[src/hdl/mae_pkg.sv]
// Package for the motion activity estimator: shared types and fixed constants.
// Used by every module of the block; no dependencies of its own.
`default_nettype none
package mae_pkg;

    localparam int PERIOD_W  = 8;
    localparam int DUTY_W    = 5;
    localparam int ACT_W     = 8;

    typedef logic [PERIOD_W-1:0] t_period;
    typedef logic [DUTY_W-1:0]   t_duty;
    typedef logic [ACT_W-1:0]    t_act;

    localparam t_period PERIOD_RST = 8'd15;
    localparam t_duty   DUTY_RST   = 5'd2;
    localparam t_duty   DUTY_MUL   = 5'd13;
    localparam t_duty   DUTY_OFF   = 5'd3;
    localparam t_act    ACT_MAX    = 8'd255;

    typedef struct packed {
        logic advance;
        logic is_low;
        logic wrap;
    } t_win_ctl;

endpackage
`default_nettype wire

[src/hdl/mae_ifs.sv]
// Valid/ready channel interfaces for the motion activity estimator.
// Depends on mae_pkg for the result field types.
`default_nettype none
interface mae_in_if #(
    parameter int SAMPLE_BITS = 10
);
    logic                   valid;
    logic                   ready;
    logic [SAMPLE_BITS-1:0] accel_x;
    logic [SAMPLE_BITS-1:0] accel_y;
    logic [SAMPLE_BITS-1:0] accel_z;

    modport source (output valid, output accel_x, output accel_y, output accel_z, input ready);
    modport sink   (input valid, input accel_x, input accel_y, input accel_z, output ready);
endinterface

interface mae_out_if;
    logic           valid;
    logic           ready;
    mae_pkg::t_act  activity;
    logic           activity_valid;
    mae_pkg::t_duty drive_duty;

    modport source (output valid, output activity, output activity_valid, output drive_duty,
                    input ready);
    modport sink   (input valid, input activity, input activity_valid, input drive_duty,
                    output ready);
endinterface
`default_nettype wire

[src/hdl/mae_axis.sv]
// One axis: low/high half-window sums and the scaled magnitude of their difference.
// Depends on mae_pkg (t_win_ctl).
`default_nettype none
module mae_axis #(
    parameter int WINDOW      = 10,
    parameter int SAMPLE_BITS = 10,
    parameter int SUM_W       = SAMPLE_BITS + $clog2(WINDOW),
    parameter int DIV_L       = $clog2(2 * WINDOW),
    parameter int MAG_W       = SUM_W - DIV_L + 1
) (
    input  wire                    i_clk,
    input  wire                    i_rst_n,
    input  mae_pkg::t_win_ctl      i_ctl,
    input  wire [SAMPLE_BITS-1:0]  i_sample,
    output logic [MAG_W-1:0]       o_mag
);
    import mae_pkg::*;

    localparam int          DIVISOR = 2 * WINDOW;
    localparam int          MULT_W  = SUM_W + 1;
    localparam int          SHIFT   = SUM_W + DIV_L;
    localparam logic [63:0] MULT64  = ((64'd1 << SHIFT) + 64'(DIVISOR) - 64'd1)
                                      / 64'(DIVISOR);
    localparam logic [MULT_W-1:0] MULT = MULT64[MULT_W-1:0];

    logic [SUM_W-1:0]          r_low, r_high;
    logic [SUM_W-1:0]          n_low, n_high;
    logic [SUM_W:0]            diff;
    logic [SUM_W-1:0]          diff_abs;
    logic [SUM_W+MULT_W-1:0]   prod;

    always_comb begin
        n_low  = r_low  + (i_ctl.is_low ? SUM_W'(i_sample) : '0);
        n_high = r_high + (i_ctl.is_low ? '0 : SUM_W'(i_sample));
        diff   = {1'b0, n_high} - {1'b0, n_low};
        if (diff[SUM_W]) begin
            diff_abs = SUM_W'(-diff);
        end else begin
            diff_abs = diff[SUM_W-1:0];
        end
        prod  = (SUM_W+MULT_W)'(diff_abs) * (SUM_W+MULT_W)'(MULT);
        o_mag = prod[SHIFT +: MAG_W];
    end

    always_ff @(posedge i_clk) begin
        if (!i_rst_n) begin
            r_low  <= '0;
            r_high <= '0;
        end else if (i_ctl.advance) begin
            if (i_ctl.wrap) begin
                r_low  <= '0;
                r_high <= '0;
            end else begin
                r_low  <= n_low;
                r_high <= n_high;
            end
        end
    end

endmodule
`default_nettype wire

[src/hdl/mae_duty.sv]
// Drive duty generator: countdown reloaded from the period register flips the phase.
// Depends on mae_pkg (types and duty constants).
`default_nettype none
module mae_duty (
    input  wire              i_clk,
    input  wire              i_rst_n,
    input  wire              i_advance,
    input  mae_pkg::t_period i_period,
    output mae_pkg::t_duty   o_duty_next
);
    import mae_pkg::*;

    t_period r_count, n_count;
    logic    r_phase, n_phase;
    t_duty   r_duty, n_duty;
    t_period dec;

    always_comb begin
        dec     = r_count - 8'd1;
        n_count = dec;
        n_phase = r_phase;
        n_duty  = r_duty;
        if (dec == '0) begin
            n_phase = ~r_phase;
            n_duty  = DUTY_OFF + (n_phase ? DUTY_MUL : '0);
            n_count = i_period;
        end
        o_duty_next = n_duty;
    end

    always_ff @(posedge i_clk) begin
        if (!i_rst_n) begin
            r_count <= PERIOD_RST;
            r_phase <= 1'b1;
            r_duty  <= DUTY_RST;
        end else if (i_advance) begin
            r_count <= n_count;
            r_phase <= n_phase;
            r_duty  <= n_duty;
        end
    end

endmodule
`default_nettype wire

[src/hdl/motion_activity_estimator.sv]
// Motion activity estimator top level: input register, window control, result register.
// Depends on mae_pkg, mae_ifs (channels), mae_axis and mae_duty.
//
// Usage: each item on i_sample is one timer tick carrying x/y/z accelerometer codes.
// Every accepted item yields exactly one result item on o_result: the held activity,
// a flag set when this tick closed a window of WINDOW ticks, and the drive duty.
// Path: an accepted item is held in the input register, then its result enters the
// result register. Throughput: one item per cycle while o_result.ready stays high;
// the next sums, the constant division and the saturating add are all combinational.
// Stall: when o_result.ready is low a full result register holds; the input register
// still takes one more item, after which i_sample.ready drops until the result moves.
// Reset (synchronous, active low): sums cleared, window position 0, activity 0,
// countdown 15, phase 1, duty 2, r_period 15, both registers empty. Users must set
// r_period via i_cfg_we/i_cfg_wdata only while no item is in flight; not enforced.
`default_nettype none
module motion_activity_estimator #(
    parameter int WINDOW      = 10,
    parameter int SAMPLE_BITS = 10
) (
    input  wire                i_clk,
    input  wire                i_rst_n,
    mae_in_if.sink             i_sample,
    mae_out_if.source          o_result,
    input  wire                i_cfg_we,
    input  mae_pkg::t_period   i_cfg_wdata
);
    import mae_pkg::*;

    localparam int POS_W = (WINDOW > 2) ? $clog2(WINDOW) : 1;
    localparam int SUM_W = SAMPLE_BITS + $clog2(WINDOW);
    localparam int DIV_L = $clog2(2 * WINDOW);
    localparam int MAG_W = SUM_W - DIV_L + 1;
    localparam int TOT_W = MAG_W + 2;
    localparam logic [POS_W-1:0] POS_LAST = POS_W'(WINDOW - 1);
    localparam logic [POS_W-1:0] POS_HALF = POS_W'(WINDOW / 2);

    t_period                r_period;
    logic                   r_s1_valid;
    logic [SAMPLE_BITS-1:0] r_x, r_y, r_z;
    logic [POS_W-1:0]       r_pos, n_pos;
    t_act                   r_held_act, n_act;
    logic                   r_out_valid;
    t_act                   r_out_act;
    logic                   r_out_act_valid;
    t_duty                  r_out_duty;

    logic                   advance;
    t_win_ctl               ctl;
    logic [MAG_W-1:0]       mag_x, mag_y, mag_z;
    logic [TOT_W-1:0]       total;
    t_duty                  duty_next;

    assign advance        = r_s1_valid && (!r_out_valid || o_result.ready);
    assign i_sample.ready = !r_s1_valid || advance;

    always_comb begin
        n_pos       = (r_pos == POS_LAST) ? '0 : r_pos + POS_W'(1);
        ctl.advance = advance;
        ctl.is_low  = n_pos < POS_HALF;
        ctl.wrap    = n_pos == '0;
        total       = TOT_W'(mag_x) + TOT_W'(mag_y) + TOT_W'(mag_z);
        n_act       = r_held_act;
        if (ctl.wrap) begin
            n_act = (total > TOT_W'(ACT_MAX)) ? ACT_MAX : total[ACT_W-1:0];
        end
    end

    mae_axis #(.WINDOW(WINDOW), .SAMPLE_BITS(SAMPLE_BITS)) u_axis_x (
        .i_clk(i_clk), .i_rst_n(i_rst_n), .i_ctl(ctl), .i_sample(r_x), .o_mag(mag_x)
    );
    mae_axis #(.WINDOW(WINDOW), .SAMPLE_BITS(SAMPLE_BITS)) u_axis_y (
        .i_clk(i_clk), .i_rst_n(i_rst_n), .i_ctl(ctl), .i_sample(r_y), .o_mag(mag_y)
    );
    mae_axis #(.WINDOW(WINDOW), .SAMPLE_BITS(SAMPLE_BITS)) u_axis_z (
        .i_clk(i_clk), .i_rst_n(i_rst_n), .i_ctl(ctl), .i_sample(r_z), .o_mag(mag_z)
    );

    mae_duty u_duty (
        .i_clk(i_clk), .i_rst_n(i_rst_n), .i_advance(advance),
        .i_period(r_period), .o_duty_next(duty_next)
    );

    always_ff @(posedge i_clk) begin
        if (!i_rst_n) begin
            r_period <= PERIOD_RST;
        end else if (i_cfg_we) begin
            r_period <= i_cfg_wdata;
        end
    end

    always_ff @(posedge i_clk) begin
        if (!i_rst_n) begin
            r_s1_valid <= 1'b0;
        end else if (i_sample.ready) begin
            r_s1_valid <= i_sample.valid;
        end
    end

    always_ff @(posedge i_clk) begin
        if (i_sample.valid && i_sample.ready) begin
            r_x <= i_sample.accel_x;
            r_y <= i_sample.accel_y;
            r_z <= i_sample.accel_z;
        end
    end

    always_ff @(posedge i_clk) begin
        if (!i_rst_n) begin
            r_pos      <= '0;
            r_held_act <= '0;
        end else if (advance) begin
            r_pos      <= n_pos;
            r_held_act <= n_act;
        end
    end

    always_ff @(posedge i_clk) begin
        if (!i_rst_n) begin
            r_out_valid <= 1'b0;
        end else if (advance) begin
            r_out_valid <= 1'b1;
        end else if (o_result.ready) begin
            r_out_valid <= 1'b0;
        end
    end

    always_ff @(posedge i_clk) begin
        if (advance) begin
            r_out_act       <= n_act;
            r_out_act_valid <= ctl.wrap;
            r_out_duty      <= duty_next;
        end
    end

    assign o_result.valid          = r_out_valid;
    assign o_result.activity       = r_out_act;
    assign o_result.activity_valid = r_out_act_valid;
    assign o_result.drive_duty     = r_out_duty;

endmodule
`default_nettype wire

[src/flat_wrapper.sv]
// flat-port wrapper written by rule: the top's interface ports become plain ports
module motion_activity_estimator_flat import mae_pkg::*;
#(
    parameter int WINDOW      = 10,
    parameter int SAMPLE_BITS = 10
)
  (i_clk, i_rst_n, i_cfg_we, i_cfg_wdata, i_sample_valid, i_sample_accel_x, i_sample_accel_y, i_sample_accel_z, i_sample_ready, o_result_valid, o_result_activity, o_result_activity_valid, o_result_drive_duty, o_result_ready);
  mae_in_if #(.SAMPLE_BITS(SAMPLE_BITS)) i_sample_i ();
  mae_out_if o_result_i ();
  input  wire i_clk;
  input  wire i_rst_n;
  input  wire i_cfg_we;
  input  mae_pkg::t_period i_cfg_wdata;
  input wire logic [$bits(i_sample_i.valid)-1:0] i_sample_valid;
  input wire logic [$bits(i_sample_i.accel_x)-1:0] i_sample_accel_x;
  input wire logic [$bits(i_sample_i.accel_y)-1:0] i_sample_accel_y;
  input wire logic [$bits(i_sample_i.accel_z)-1:0] i_sample_accel_z;
  output wire logic [$bits(i_sample_i.ready)-1:0] i_sample_ready;
  output wire logic [$bits(o_result_i.valid)-1:0] o_result_valid;
  output wire logic [$bits(o_result_i.activity)-1:0] o_result_activity;
  output wire logic [$bits(o_result_i.activity_valid)-1:0] o_result_activity_valid;
  output wire logic [$bits(o_result_i.drive_duty)-1:0] o_result_drive_duty;
  input wire logic [$bits(o_result_i.ready)-1:0] o_result_ready;
  assign i_sample_i.valid = i_sample_valid;
  assign i_sample_i.accel_x = i_sample_accel_x;
  assign i_sample_i.accel_y = i_sample_accel_y;
  assign i_sample_i.accel_z = i_sample_accel_z;
  assign i_sample_ready = i_sample_i.ready;
  assign o_result_valid = o_result_i.valid;
  assign o_result_activity = o_result_i.activity;
  assign o_result_activity_valid = o_result_i.activity_valid;
  assign o_result_drive_duty = o_result_i.drive_duty;
  assign o_result_i.ready = o_result_ready;
  motion_activity_estimator #(.WINDOW(WINDOW), .SAMPLE_BITS(SAMPLE_BITS)) u_core (.i_clk(i_clk), .i_rst_n(i_rst_n), .i_sample(i_sample_i), .o_result(o_result_i), .i_cfg_we(i_cfg_we), .i_cfg_wdata(i_cfg_wdata));
endmodule
[config.mk]
export PLATFORM = sky130hd
export DESIGN_NAME = motion_activity_estimator_flat
export DESIGN_NICKNAME = d
export VERILOG_FILES = /design/src/hdl/mae_pkg.sv /design/src/hdl/mae_ifs.sv /design/src/hdl/mae_axis.sv /design/src/hdl/mae_duty.sv /design/src/hdl/motion_activity_estimator.sv /design/src/flat_wrapper.sv
export SDC_FILE = /design/constraint.sdc
export NUM_CORES = 1
export LEC_CHECK = 0
export BUFFER_PORTS_ARGS = -buffer_cell sky130_fd_sc_hd__buf_2
export CORE_MARGIN = 2
export CORE_UTILIZATION = 65
export CTS_BUF_LIST = sky130_fd_sc_hd__clkbuf_4
export CTS_CLUSTER_SIZE = 16
export DETAILED_ROUTE_END_ITERATION = 16
export PLACE_DENSITY = 0.91
export RECOVER_POWER = 100
export SYNTH_ARGS = -nofsm -noshare
export SYNTH_HDL_FRONTEND = slang
export SYNTH_SLANG_ARGS = --single-unit
[constraint.sdc]
create_clock -name i_clk -period 41.3 [get_ports i_clk]
set_clock_uncertainty 0.2 [all_clocks]
set_input_delay 4.13 -clock i_clk [delete_from_list [all_inputs] [get_ports i_clk]]
set_output_delay 4.13 -clock i_clk [all_outputs]
set_load 0.02 [all_outputs]
-- After elaboration in Yosys (flattened, before gate mapping)
Cells that the tools add are included.
Widths: inputs -> output; s select.
- add/subtract/negate cells: 17
- multipliers: 3
- magnitude comparators: 2
- eq/ne operators: 1
- muxes and demuxes: 23
- bitwise operators: 1
- reductions and logical operators: 10
- operators by type and width (operator ; number):
    $mux 14 ; 9
    $mul 14x15->29 const B ; 3
    $mux 10 ; 6
    $sub 14x14->15 ; 3
    $add 14x10->14 ; 3
    $add 14x14->14 ; 3
    $neg 14->14 ; 3
    $mux 8 ; 3
    $add 12x10->12 ; 1
    $gt 12x8->1 const B ; 1
    $add 10x10->11 ; 1
    $logic_not 8->1 ; 1
    $mux 4 ; 2
    $sub 8x1->8 const B ; 1
    $add 2x4->5 const A ; 1
    $mux 5 ; 1
    $add 4x1->4 const B ; 1
    $eq 4x4->1 const B ; 1
    $logic_not 4->1 ; 1
    $lt 4x3->1 const B ; 1
    $logic_and 1x1->1 ; 2
    $logic_not 1->1 ; 2
    $logic_or 1x1->1 ; 2
    $mux 1 ; 2
    3 further kinds ; 3
- register bits after elaboration: 164
- bits of input ports: 43
- output and inout bits: 16
- logic and storage cells: 77

-- Logic depth before layout (Yosys ltp)
Gate-level depths: netlist (run 1).
- word-level depth: 14
- gate-level depth with buffers: 67
- gate-level depth less buffers: 63

-- Hierarchy
From an unflattened synthesis (run 1), not the netlist that was laid out.
- cells, all modules: 2760
- area, all modules: 24721.2 sq um
- by module, submodules not included (module ; instances ; cells an instance ; area each (sq um) ; seq. area each (sq um)):
    mae_axis (u_core.u_axis_x) ; 1 ; 819 ; 6980.4 ; 560.5
    mae_axis (u_core.u_axis_y) ; 1 ; 806 ; 6895.4 ; 560.5
    mae_axis (u_core.u_axis_z) ; 1 ; 787 ; 6835.3 ; 560.5
    motion_activity_estimator ; 1 ; 248 ; 3156.8 ; 1761.7
    mae_duty ; 1 ; 100 ; 853.3 ; 280.3

-- Worst setup path before layout (run 1)
No wires, ideal clock.
- path type: register to register
- from: register u_core.r_pos[2]
- to: register u_core.r_out_act[0], in the netlist u_core.o_result.activity[0], data pin
- library setup time: 0.256 ns
- data arrival time: 12.570 ns
- data required time: 40.844 ns
- slack: 28.273 ns
- cell stages (with the launch flop): 64
- buffers on the path: 4
- clock period less this slack: 13.027 ns
- cell sequence: dfxtp_1 > clkbuf_1 > nand3_1 > o21ai_0 > nand2_1 > o21ai_0 > clkbuf_1 > nand2_1 > inv_1 > ha_1 > a21o_1 > a21oi_1 > o21bai_1 > a21oi_1 > o21bai_1 > a21oi_1 > o21bai_1 > and2_1 > (+28 left out) > nor3_1 > a21o_1 > a21boi_0 > ha_1 > a21oi_1 > o21bai_1 > a21oi_1 > o21bai_1 > a21oi_1 > o21bai_1 > a21oi_1 > xnor2_1 > ha_1 > or4_1 > nor3_1 > nand3_1 > clkbuf_1 > o22a_1
- word-level cells in the longest chain between the ends: 14
- elaborated cells on any way between the ends: 34
- classes of those cells: add/sub: 15; mul: 3; order compare: 2; eq/ne: 1; mux: 12; reduce/logical: 1
- ends and longest elaborated chain (element ; RTL line ; source):
    from (decl) ; motion_activity_estimator.sv:40 ; logic [POS_W-1:0] r_pos, n_pos;
    from (signal assigned) ; motion_activity_estimator.sv:112 ; r_pos <= n_pos;
    $add 4x1->4 or $eq 4x4->1 (tied branches) ; motion_activity_estimator.sv:57 ; n_pos = (r_pos == POS_LAST) ? '0 : r_pos + POS_W'(1);
    $mux 4 * ; motion_activity_estimator.sv:57 ;
    $lt 4x3->1 ; motion_activity_estimator.sv:59 ; ctl.is_low = n_pos < POS_HALF;
    $mux 10 (on tied branches) ; mae_axis.sv:34, mae_axis.sv:33 ;
    $add 14x10->14 or $add 14x14->14 (tied branches) ; mae_axis.sv:34, mae_axis.sv:33 ;
    $sub 14x14->15 ; mae_axis.sv:35 ; diff = {1'b0, n_high} - {1'b0, n_low};
    $neg 14->14 ; mae_axis.sv:37 ; diff_abs = SUM_W'(-diff);
    $mux 14 ; mae_axis.sv:36 ; if (diff[SUM_W]) begin
    $mul 14x15->29 ; mae_axis.sv:41 ; prod = (SUM_W+MULT_W)'(diff_abs) * (SUM_W+MULT_W)'(MULT);
    $add 10x10->11 ; motion_activity_estimator.sv:61 ; total = TOT_W'(mag_x) + TOT_W'(mag_y) + TOT_W'(mag_z);
    $add 12x10->12 ; motion_activity_estimator.sv:61 ;
    $gt 12x8->1 ; motion_activity_estimator.sv:64 ; n_act = (total > TOT_W'(ACT_MAX)) ? ACT_MAX : total[ACT_W-1:0];
    $mux 8 ; motion_activity_estimator.sv:64 ;
    $mux 8 * ; motion_activity_estimator.sv:63 ; if (ctl.wrap) begin
    via u_core.n_act[0] ; motion_activity_estimator.sv:41 ; t_act r_held_act, n_act;
    to (signal assigned) ; motion_activity_estimator.sv:129 ; r_out_act <= n_act;
    to (decl) ; motion_activity_estimator.sv:43 ; t_act r_out_act;
The timed path passes the listed nets; every way through them passes the cells marked *.
A chain may end at the register's enable or synchronous reset.

-- Worst setup path in the final report (run 1)
- from: register u_core.r_pos[2]
- to: register u_core.r_out_act[3], in the netlist u_core.o_result.activity[3], data pin
Same word-level chain as after synthesis.

==> metrics.cfg, run 1 <==
[timing]
rsz0062_at_grt = no
post-route-min-period_ns = 15.28
final_hold_viol_count = 0
post-route-period-util = 0.370
worst_slew_pin_slew_ns = 2.54
slew_violations = 353
fmax_mhz = 65.4
tns_ns = 0
setup_violations = 0
relSlewSlack = -0.693

[drt]
viasPerCell = 5.96
avgRoutedWirePerCell_um = 17.9
postRouteAntennaNets = 0
vias = 18372
drc = 0
dr.pass1.iters = 6
wirelength_um = 55200
drt-initial-drc-count = 1197

[cells_and_area]
layout.cells.non_filler = 3082
fin_area_um2 = 24100
area_growth_pct = 4.28
fin_util = 0.682
drive_gt1_frac = 0.0393
fillers = 2593
n_antenna_cell = 0
fin_nets = 3276

[synthesis]
synth.top_cells.by_count = 432 x ha_1, 413 x inv_1, 193 x fa_1
ys_seq_area_frac = 0.161
yosys-top-cells-area = ha_1 23%, fa_1 17%, dfxtp_1 10%
yosys.cell_types.count = 79
yosysTopAreaCell = ha_1
yosysWarnings = 0
avgSynthCellArea_um2 = 8.97
synth-edff-count = 44
synth_flop_cell = dfxtp_1
ys_ff_latch = 164
synth_nets = 3242
syn_inst = 2574
yosysTopAreaCellShare = 0.234
synth_most_common_cell = ha_1
synth-async-reset-ratio = 0
syn_area_um2 = 23100

[flow_run]
drv_cap = 9

[floorplan]
die_y_um = 193
core_um2 = 35300
ios = 59
dieArea_um2 = 37100
start_util = 0.654
fp-row-count = 69
fp.dieW_um = 193

[worst_setup_path]
cp.arrival_ns = 15.50
crit_slowest_cell = clkbuf_1
cp_common_cell = a21oi_1
crit_type = reg -> reg
cp_max_fo = 19
start_kind = flop
crit_required_ns = 41.52
critPathCaptureType = flop
cp_slowest_stage_delay_ns = 0.63

[placement]
globalplace.congestion = 0.928
port_buffers = 58
place_area_um2 = 23900
dpl.hpwl_um = 45200
placedCellCount = 3050

[clocking]
cts-hold-fix-buffers = 0
post_cts_resized = 0
cts_buffer_depth = 2
cts_inserted_buffers = 17
path_clk_slew_ns = 0.16
root_buffer = clkbuf_4
post_cts_buffers = 0
cts_tree = done
clk_latency_ns = 0.68
cts.htree.levels = 4
numClockSinks = 164

[outcome]
violations = max-capacitance violations, max-slew violations
status = finished with violations

[global_route]
grt_pass1_vias = 19299
grt_usage = 0.308
grt_max_degree = 66
grt_overflow = 0
grt_antenna_before_repair = 0
grt_pass1_wl_um = 90900

[hold_path]
hold_path_class = reg -> reg

-- metrics by stage --
stage / hold WS, ns / setup WS, ns
finish: 0.281 / 26.02
global route: 0.300 / 24.56
CTS: 0.285 / 26.55
detailed placement: 0.249 / 26.62
global placement: 0.233 / 27.24
floorplan: 0.222 / 28.27
-- worst max-delay path, delay by kind of cell (launching register included) --
family	cells	cell delay [ns]
AOI/OAI and AO/OA	27	5.77
xor gates and xnor gates	3	0.64
adders and majority gates	11	4.41
buffers and inverters	7	1.10
DFF	1	0.53
and+or+nand+nor	12	2.37
-- flip-flops by register name, indices dropped and copies added, names as in the netlist, 10 cells and up --
register	count
u_core.u_axis_y.r_high	14
u_core.r_y	10
u_core.u_axis_x.r_low	14
u_core.r_z	10
u_core.u_axis_y.r_low	14
u_core.u_axis_z.r_low	14
u_core.u_axis_x.r_high	14
u_core.r_x	10
u_core.u_axis_z.r_high	14
-- path summary, 6_finish.rpt --
check             cells past startpoint                    start                           to  slack [ns]
setup / recovery                     60          u_core.r_pos[2]  u_core.o_result.activity[3]       26.02
hold / removal                        1  u_core.u_duty.r_duty[1]      u_core.u_duty.r_duty[1]        0.28
hold reg to reg                       1  u_core.u_duty.r_duty[1]      u_core.u_duty.r_duty[1]        0.28
setup reg to reg                     60          u_core.r_pos[2]  u_core.o_result.activity[3]       26.02
-- placed cells by master (no fill, tap or decap), drive strengths merged, types with 15 or more instances in the layout --
cell type    n
ha         432
inv        422
fa         193
a21oi      153
nand2      146
xnor2      122
dfxtp      120
nor2        97
and2        93
o21ai       92
xor2        73
nor2b       67
nand3       58
a21o        49
edfxtp      44
clkbuf      44
buf         42
nor3        39
o21bai      36
o21a        35
a22oi       25
a21boi      20
and3        17
nand2b      16
o31a        15
-- logic make-up (layout without fill, tap and decap cells) --
logic type / count (synthesis) / after routing / share of synthesized area
flops: 164 / 164 / 0.161
mux: 13 / 13 / 0.00580
buf+inv: 467 / 514 / 0.0759
fa+ha+maj: 627 / 627 / 0.402
simple gates: 596 / 596 / 0.133
compound gates: 509 / 509 / 0.145
xor+xnor: 198 / 198 / 0.0772
-- layout make-up --
cell class	count	area, um^2	share of cell area
tap	461	577	0.0239
clock inverter	15	161	0.00670
clock buffer	17	128	0.00530
inverter	413	1550	0.0644
multi-input combinational	1943	17600	0.732
timing repair buffer	69	317	0.0131
sequential	164	3720	0.155
-- per-layer routing --
layer | GRT usage | vias up | wire (um)
met5 | 0 | - | 0
met4 | 0.136 | 0 | 2320
met3 | 0.0491 | 188 | 3170
met2 | 0.544 | 641 | 27000
met1 | 0.368 | 8816 | 22700
li1 | - | 8727 | -
Power of run 1 is not shown: default switching activity piles up to over one toggle a cycle in this logic, so the estimate is an artifact.
==> run 2: changes to the inputs <==
--- a/config.mk
+++ b/config.mk
@@ -5,6 +5,7 @@
 export SDC_FILE = /design/constraint.sdc
 export NUM_CORES = 1
 export LEC_CHECK = 0
+export ABC_AREA = 1
 export BUFFER_PORTS_ARGS = -buffer_cell sky130_fd_sc_hd__buf_2
 export CORE_MARGIN = 2
 export CORE_UTILIZATION = 65
==> constraint.sdc (replaced) <==
create_clock -name i_clk -period 15.7 [get_ports i_clk]
set_clock_uncertainty 0.2 [all_clocks]
set_input_delay 1.57 -clock i_clk [delete_from_list [all_inputs] [get_ports i_clk]]
set_output_delay 1.57 -clock i_clk [all_outputs]
set_load 0.02 [all_outputs]
==> metrics.cfg, run 2 <==
[outcome]
status = finished with violations
violations = max-capacitance violations, max-slew violations

[cells_and_area]
layout.cells.non_filler = 3671
fin_util = 0.688
fin_nets = 3856
layout_commonest_cell = inv_1
regArea_um2 = 3720
area_growth_pct = 4.35
final_cell_mix = 646 x inv_1, 566 x nand2_1, 432 x ha_1, 246 x a21oi_1, 231 x nor2_1
fillers = 2660
drive_gt1_frac = 0.0522
multi_input_area_um2 = 17700

[synthesis]
synthMuxAreaShare = 0
synth_top_family_by_area = adder cells
synth_xor_area_frac = 0.0608
syn_area_um2 = 24100
synth_most_common_cell = inv_1
syn_inst = 3148
yosysWarnings = 0
synth_nets = 3816
ys_ff_latch = 164
yosys.area_share.simple = 0.186
synth.top_cells.by_count = 644 x inv_1, 563 x nand2_1, 432 x ha_1
synth_fa_ha_area_frac = 0.385
avgSynthCellArea_um2 = 7.65
synth-edff-count = 44
yosysTopAreaCell = ha_1
yosysTopAreaCellShare = 0.224
ys_seq_area_frac = 0.155
yosys-top-cells-area = ha_1 22%, fa_1 16%, inv_1 10%
synth_flop_cell = dfxtp_1
synth-async-reset-ratio = 0
synth-compound-area-share = 0.104
yosys.cell_types.count = 61

[worst_setup_path]
crit_type = reg -> reg
crit_slowest_cell = clkbuf_1
cp.arrival_ns = 14.07
crit_required_ns = 15.93
cp_common_cell = inv_1
cp_slowest_stage_delay_ns = 1.03
critPathCaptureType = flop
start_kind = flop
cp_max_fo = 30
timing.rr.start = u_core.r_pos[0]
crit_start = u_core.r_pos[0]
reg2reg_slack_ns = 1.85

[clocking]
cts_tree = done
clk_latency_ns = 0.67
post_cts_buffers = 0
cts-hold-fix-buffers = 0
path_clk_slew_ns = 0.17
cts_inserted_buffers = 17
cts.htree.levels = 4
numClockSinks = 164
post_cts_resized = 0
cts_buffer_depth = 2
root_buffer = clkbuf_4

[placement]
dpl.hpwl_um = 48000
globalplace.congestion = 1.01
placedCellCount = 3637
port_buffers = 58

[drt]
vias = 20882
postRouteAntennaNets = 0
drc = 0
dr.pass1.iters = 7
drt-initial-drc-count = 1610
wirelength_um = 59800
avgRoutedWirePerCell_um = 16.3
viasPerCell = 5.69

[timing]
fmax_mhz = 72.2
post-route-min-period_ns = 13.85
post-route-period-util = 0.882
slew_violations = 126
worst_slew_pin_slew_ns = 3.89
setup_violations = 0
tns_ns = 0
rsz0062_at_grt = no
relSlewSlack = -1.59
final_hold_viol_count = 0

[floorplan]
dieArea_um2 = 38600
fp.dieW_um = 197
ios = 59
fp-row-count = 70
start_util = 0.660
core_um2 = 36500
die_y_um = 197

[flow_run]
drv_cap = 2

[global_route]
grt_usage = 0.312
grt_antenna_before_repair = 3
grt_overflow = 0
grt_pass1_vias = 21203
grt_pass1_wl_um = 97600
grt_max_degree = 82

[hold_path]
hold_path_class = reg -> reg
hp-start = u_core.u_duty.r_duty[0]

## run 2: changes by cell type in the layout (fill, tap and decap cells not counted), sizes merged, moves of 61 or more
cell / delta
a21oi: +97
xnor2: -75
nand2: +448
nor2b: -67
nor2: +137
and2: -89
nand3: +61
inv: +251
## run 2: layout make-up
cell class	count	share of cell area
well taps	468	0.0233
multi-input cells	2275	0.704
flip-flops and latches	164	0.148
diodes	2	0.000199
inverters	667	0.0996
clock buffers	17	0.00508
repair buffers	63	0.0117
clock inverters	15	0.00821
## run 2: routing by layer
metal | GRT usage | up-vias | share of wire
met4 | 0.149 | 2 | 0.045
met3 | 0.0536 | 240 | 0.076
met2 | 0.536 | 930 | 0.47
li1 | - | 10077 | -
met5 | 0 | - | 0.00037
met1 | 0.380 | 9633 | 0.41
## run 2: path summary, 6_finish.rpt
path,endpoint,cells after the start
setup / recovery,u_core.o_result.activity[3],62
hold / removal,u_core.u_duty.r_duty[0],2
setup reg to reg,u_core.o_result.activity[3],62
hold reg to reg,u_core.u_duty.r_duty[0],2
## run 2: cell families (layout without fill, tap and decap cells)
group / after synthesis / count (layout)
buffers and inverters: 709 / 762
AND/OR/NAND/NOR: 1048 / 1048
XOR/XNOR: 160 / 160
AO/OA/AOI/OAI: 442 / 442
adder cells (fa/ha/maj): 625 / 625
flip-flops: 164 / 164
other: 0 / 2
## run 2: stage by stage
| stage | hold WS (ns) | instance area, um^2 | setup WS [ns] |
|---|---|---|---|
| after floorplan | 0.223 | 24100 | 4.41 |
| after global placement | 0.238 | 24900 | 3.38 |
| after detailed placement | 0.244 | 24900 | 2.82 |
| after CTS | 0.265 | 25200 | 2.71 |
| after global routing | 0.287 | 25100 | 0.914 |
| final | 0.275 | 25100 | 1.85 |
## run 2: worst max-delay path: cells and delay by family (launching register included)
family	cells	cell delay [ns]
flip-flops	1	0.42
AND/OR/NAND/NOR	16	1.84
buffers and inverters	12	2.05
XOR/XNOR	4	0.86
adder cells (fa/ha/maj)	12	5.26
AO/OA/AOI/OAI	18	2.95
Power of run 2 is left out for the same reason.
==> run 3: changes to the inputs <==
--- a/config.mk
+++ b/config.mk
@@ -6,7 +6,7 @@
 export NUM_CORES = 1
 export LEC_CHECK = 0
 export ABC_AREA = 1
-export BUFFER_PORTS_ARGS = -buffer_cell sky130_fd_sc_hd__buf_2
+export BUFFER_PORTS_ARGS = -buffer_cell sky130_fd_sc_hd__buf_4
 export CORE_MARGIN = 2
 export CORE_UTILIZATION = 65
 export CTS_BUF_LIST = sky130_fd_sc_hd__clkbuf_4
==> constraint.sdc (replaced) <==
create_clock -name i_clk -period 14.1 [get_ports i_clk]
set_clock_uncertainty 0.2 [all_clocks]
set_input_delay 1.41 -clock i_clk [delete_from_list [all_inputs] [get_ports i_clk]]
set_output_delay 1.41 -clock i_clk [all_outputs]
set_load 0.02 [all_outputs]
==> metrics.cfg, run 3 (synthesis results as in run 2) <==
[floorplan]
start_util = 0.660
core_um2 = 36500
fp.dieW_um = 197
dieArea_um2 = 38600
die_y_um = 197
fp-row-count = 70
ios = 59

[drt]
dr.pass1.iters = 6
viasPerCell = 5.63
postRouteAntennaNets = 0
vias = 20695
drc = 0
avgRoutedWirePerCell_um = 15.9
wirelength_um = 58300
drt-initial-drc-count = 1681

[timing]
post-route-min-period_ns = 13.10
tns_ns = 0
relSlewSlack = -1.85
final_hold_viol_count = 0
rsz0062_at_grt = no
post-route-period-util = 0.929
worst_slew_pin_slew_ns = 4.28
setup_violations = 0
slew_violations = 194
layout_setup_ws_ns = 1.00
fmax_mhz = 76.4

[worst_setup_path]
rr_worst_depth = 66
start_kind = flop
cp_common_cell = nand2_1
cp.arrival_ns = 13.31
crit_type = reg -> reg
r2r_end = u_core.o_result.activity[4]
reg2reg_slack_ns = 1.00
cp_slowest_stage_delay_ns = 0.58
cp_max_fo = 31
crit_slowest_cell = fa_1
crit_required_ns = 14.32
timing.rr.start = u_core.r_pos[0]
critPathCaptureType = flop

[clocking]
path_clk_slew_ns = 0.17
cts-hold-fix-buffers = 0
cts_inserted_buffers = 17
numClockSinks = 164
cts_tree = done
cts.htree.levels = 4
clk_latency_ns = 0.66
root_buffer = clkbuf_4
cts_buffer_depth = 2

[global_route]
grt_antenna_before_repair = 1
grt_usage = 0.311
grt_pass1_wl_um = 97700
grt_max_degree = 87
grt_pass1_vias = 21133
grt_overflow = 0

[cells_and_area]
final_cell_mix = 644 x inv_1, 563 x nand2_1, 432 x ha_1, 246 x a21oi_1, 231 x nor2_1
area_growth_pct = 4.77
fin_nets = 3861
drive_gt1_frac = 0.0552
fillers = 2757
layout_commonest_cell = inv_1

[placement]
dp_slack_ns = 1.16
dpl.hpwl_um = 48600
port_buffers = 58
globalplace.congestion = 0.945

[hold_path]
hold_depth = 2
hold_path_end = u_core.u_duty.r_duty[0]
hold_path_class = reg -> reg
hp-start = u_core.u_duty.r_duty[0]

[outcome]
status = finished with violations
violations = max-capacitance violations, max-slew violations

[flow_run]
drv_cap = 4

-- run 3: cell count changes in the layout (fill, tap and decap cells not counted), moves of 2 or more --
| cell | previous run | this run |
|---|---|---|
| buf_2 | 40 | 0 |
| buf_4 | 2 | 15 |
| clkbuf_4 | 17 | 50 |
| clkinv_8 | 3 | 1 |
| clkinvlp_4 | 0 | 3 |
| inv_1 | 646 | 644 |
| inv_8 | 4 | 2 |
| nand2_1 | 566 | 563 |
| nand2_2 | 23 | 25 |
| o21ai_0 | 67 | 65 |
| o21ai_1 | 11 | 13 |
-- run 3: per-stage QoR --
step                hold slack, ns   util  std cells  cell area (um^2)
finish                       0.263  0.691       3675             25200
global route                 0.287  0.691       3675             25200
CTS                          0.264  0.693       3670             25300
detailed placement           0.245  0.685       3638             25000
global placement             0.237  0.685       3638             25000
floorplan                    0.223      -       3148             24100
-- run 3: worst max path at each step --
stage | from | end | slack, ns | depth (start not counted)
final | u_core.r_pos[0] | u_core.o_result.activity[4] | 1.00 | 66
after global routing | u_core.r_pos[0] | u_core.r_held_act[2] | 0.08 | 62
after CTS | u_core.r_pos[0] | u_core.o_result.activity[4] | 1.14 | 61
after detailed placement | u_core.r_pos[0] | u_core.o_result.activity[6] | 1.16 | 61
after global placement | u_core.r_pos[0] | u_core.o_result.activity[3] | 1.77 | 61
after floorplan | u_core.r_pos[0] | u_core.o_result.activity[0] | 2.81 | 67
-- run 3: area by class of cell --
cell class	count	area, um^2	area share
Multi-Input combinational cell	2275	17700	0.701
Sequential cell	164	3720	0.148
Inverter	667	2510	0.0994
Tap cell	468	586	0.0232
Timing Repair Buffer	68	432	0.0171
Clock inverter	14	148	0.00585
Clock buffer	18	135	0.00535
Antenna cell	1	2.50	0.0000992
-- run 3: metal layers --
layer,GRT usage,vias to the layer above,share of wire
met5,0,-,0
met4,0.114,0,0.030
met3,0.0430,153,0.055
met2,0.554,688,0.49
met1,0.384,9752,0.43
li1,-,10102,-
-- run 3: worst max-delay path, delay by kind of cell (launching register included) --
| family | cells | cell delay (ns) |
|---|---|---|
| AO/OA/AOI/OAI | 12 | 2.16 |
| XOR/XNOR | 3 | 0.71 |
| adder cells (fa/ha/maj) | 12 | 4.94 |
| buffers and inverters | 14 | 1.60 |
| flip-flops | 1 | 0.43 |
| AND/OR/NAND/NOR | 25 | 2.78 |
-- run 3: timing repair --
item / 4_1_cts / 5_1_grt
hold endpoints to repair: 0 / 0
gates resized for setup: 0 / 1
setup buffers: 0 / 4
setup endpoints to repair: 0 / 10
Power of run 3 is left out for the same reason.
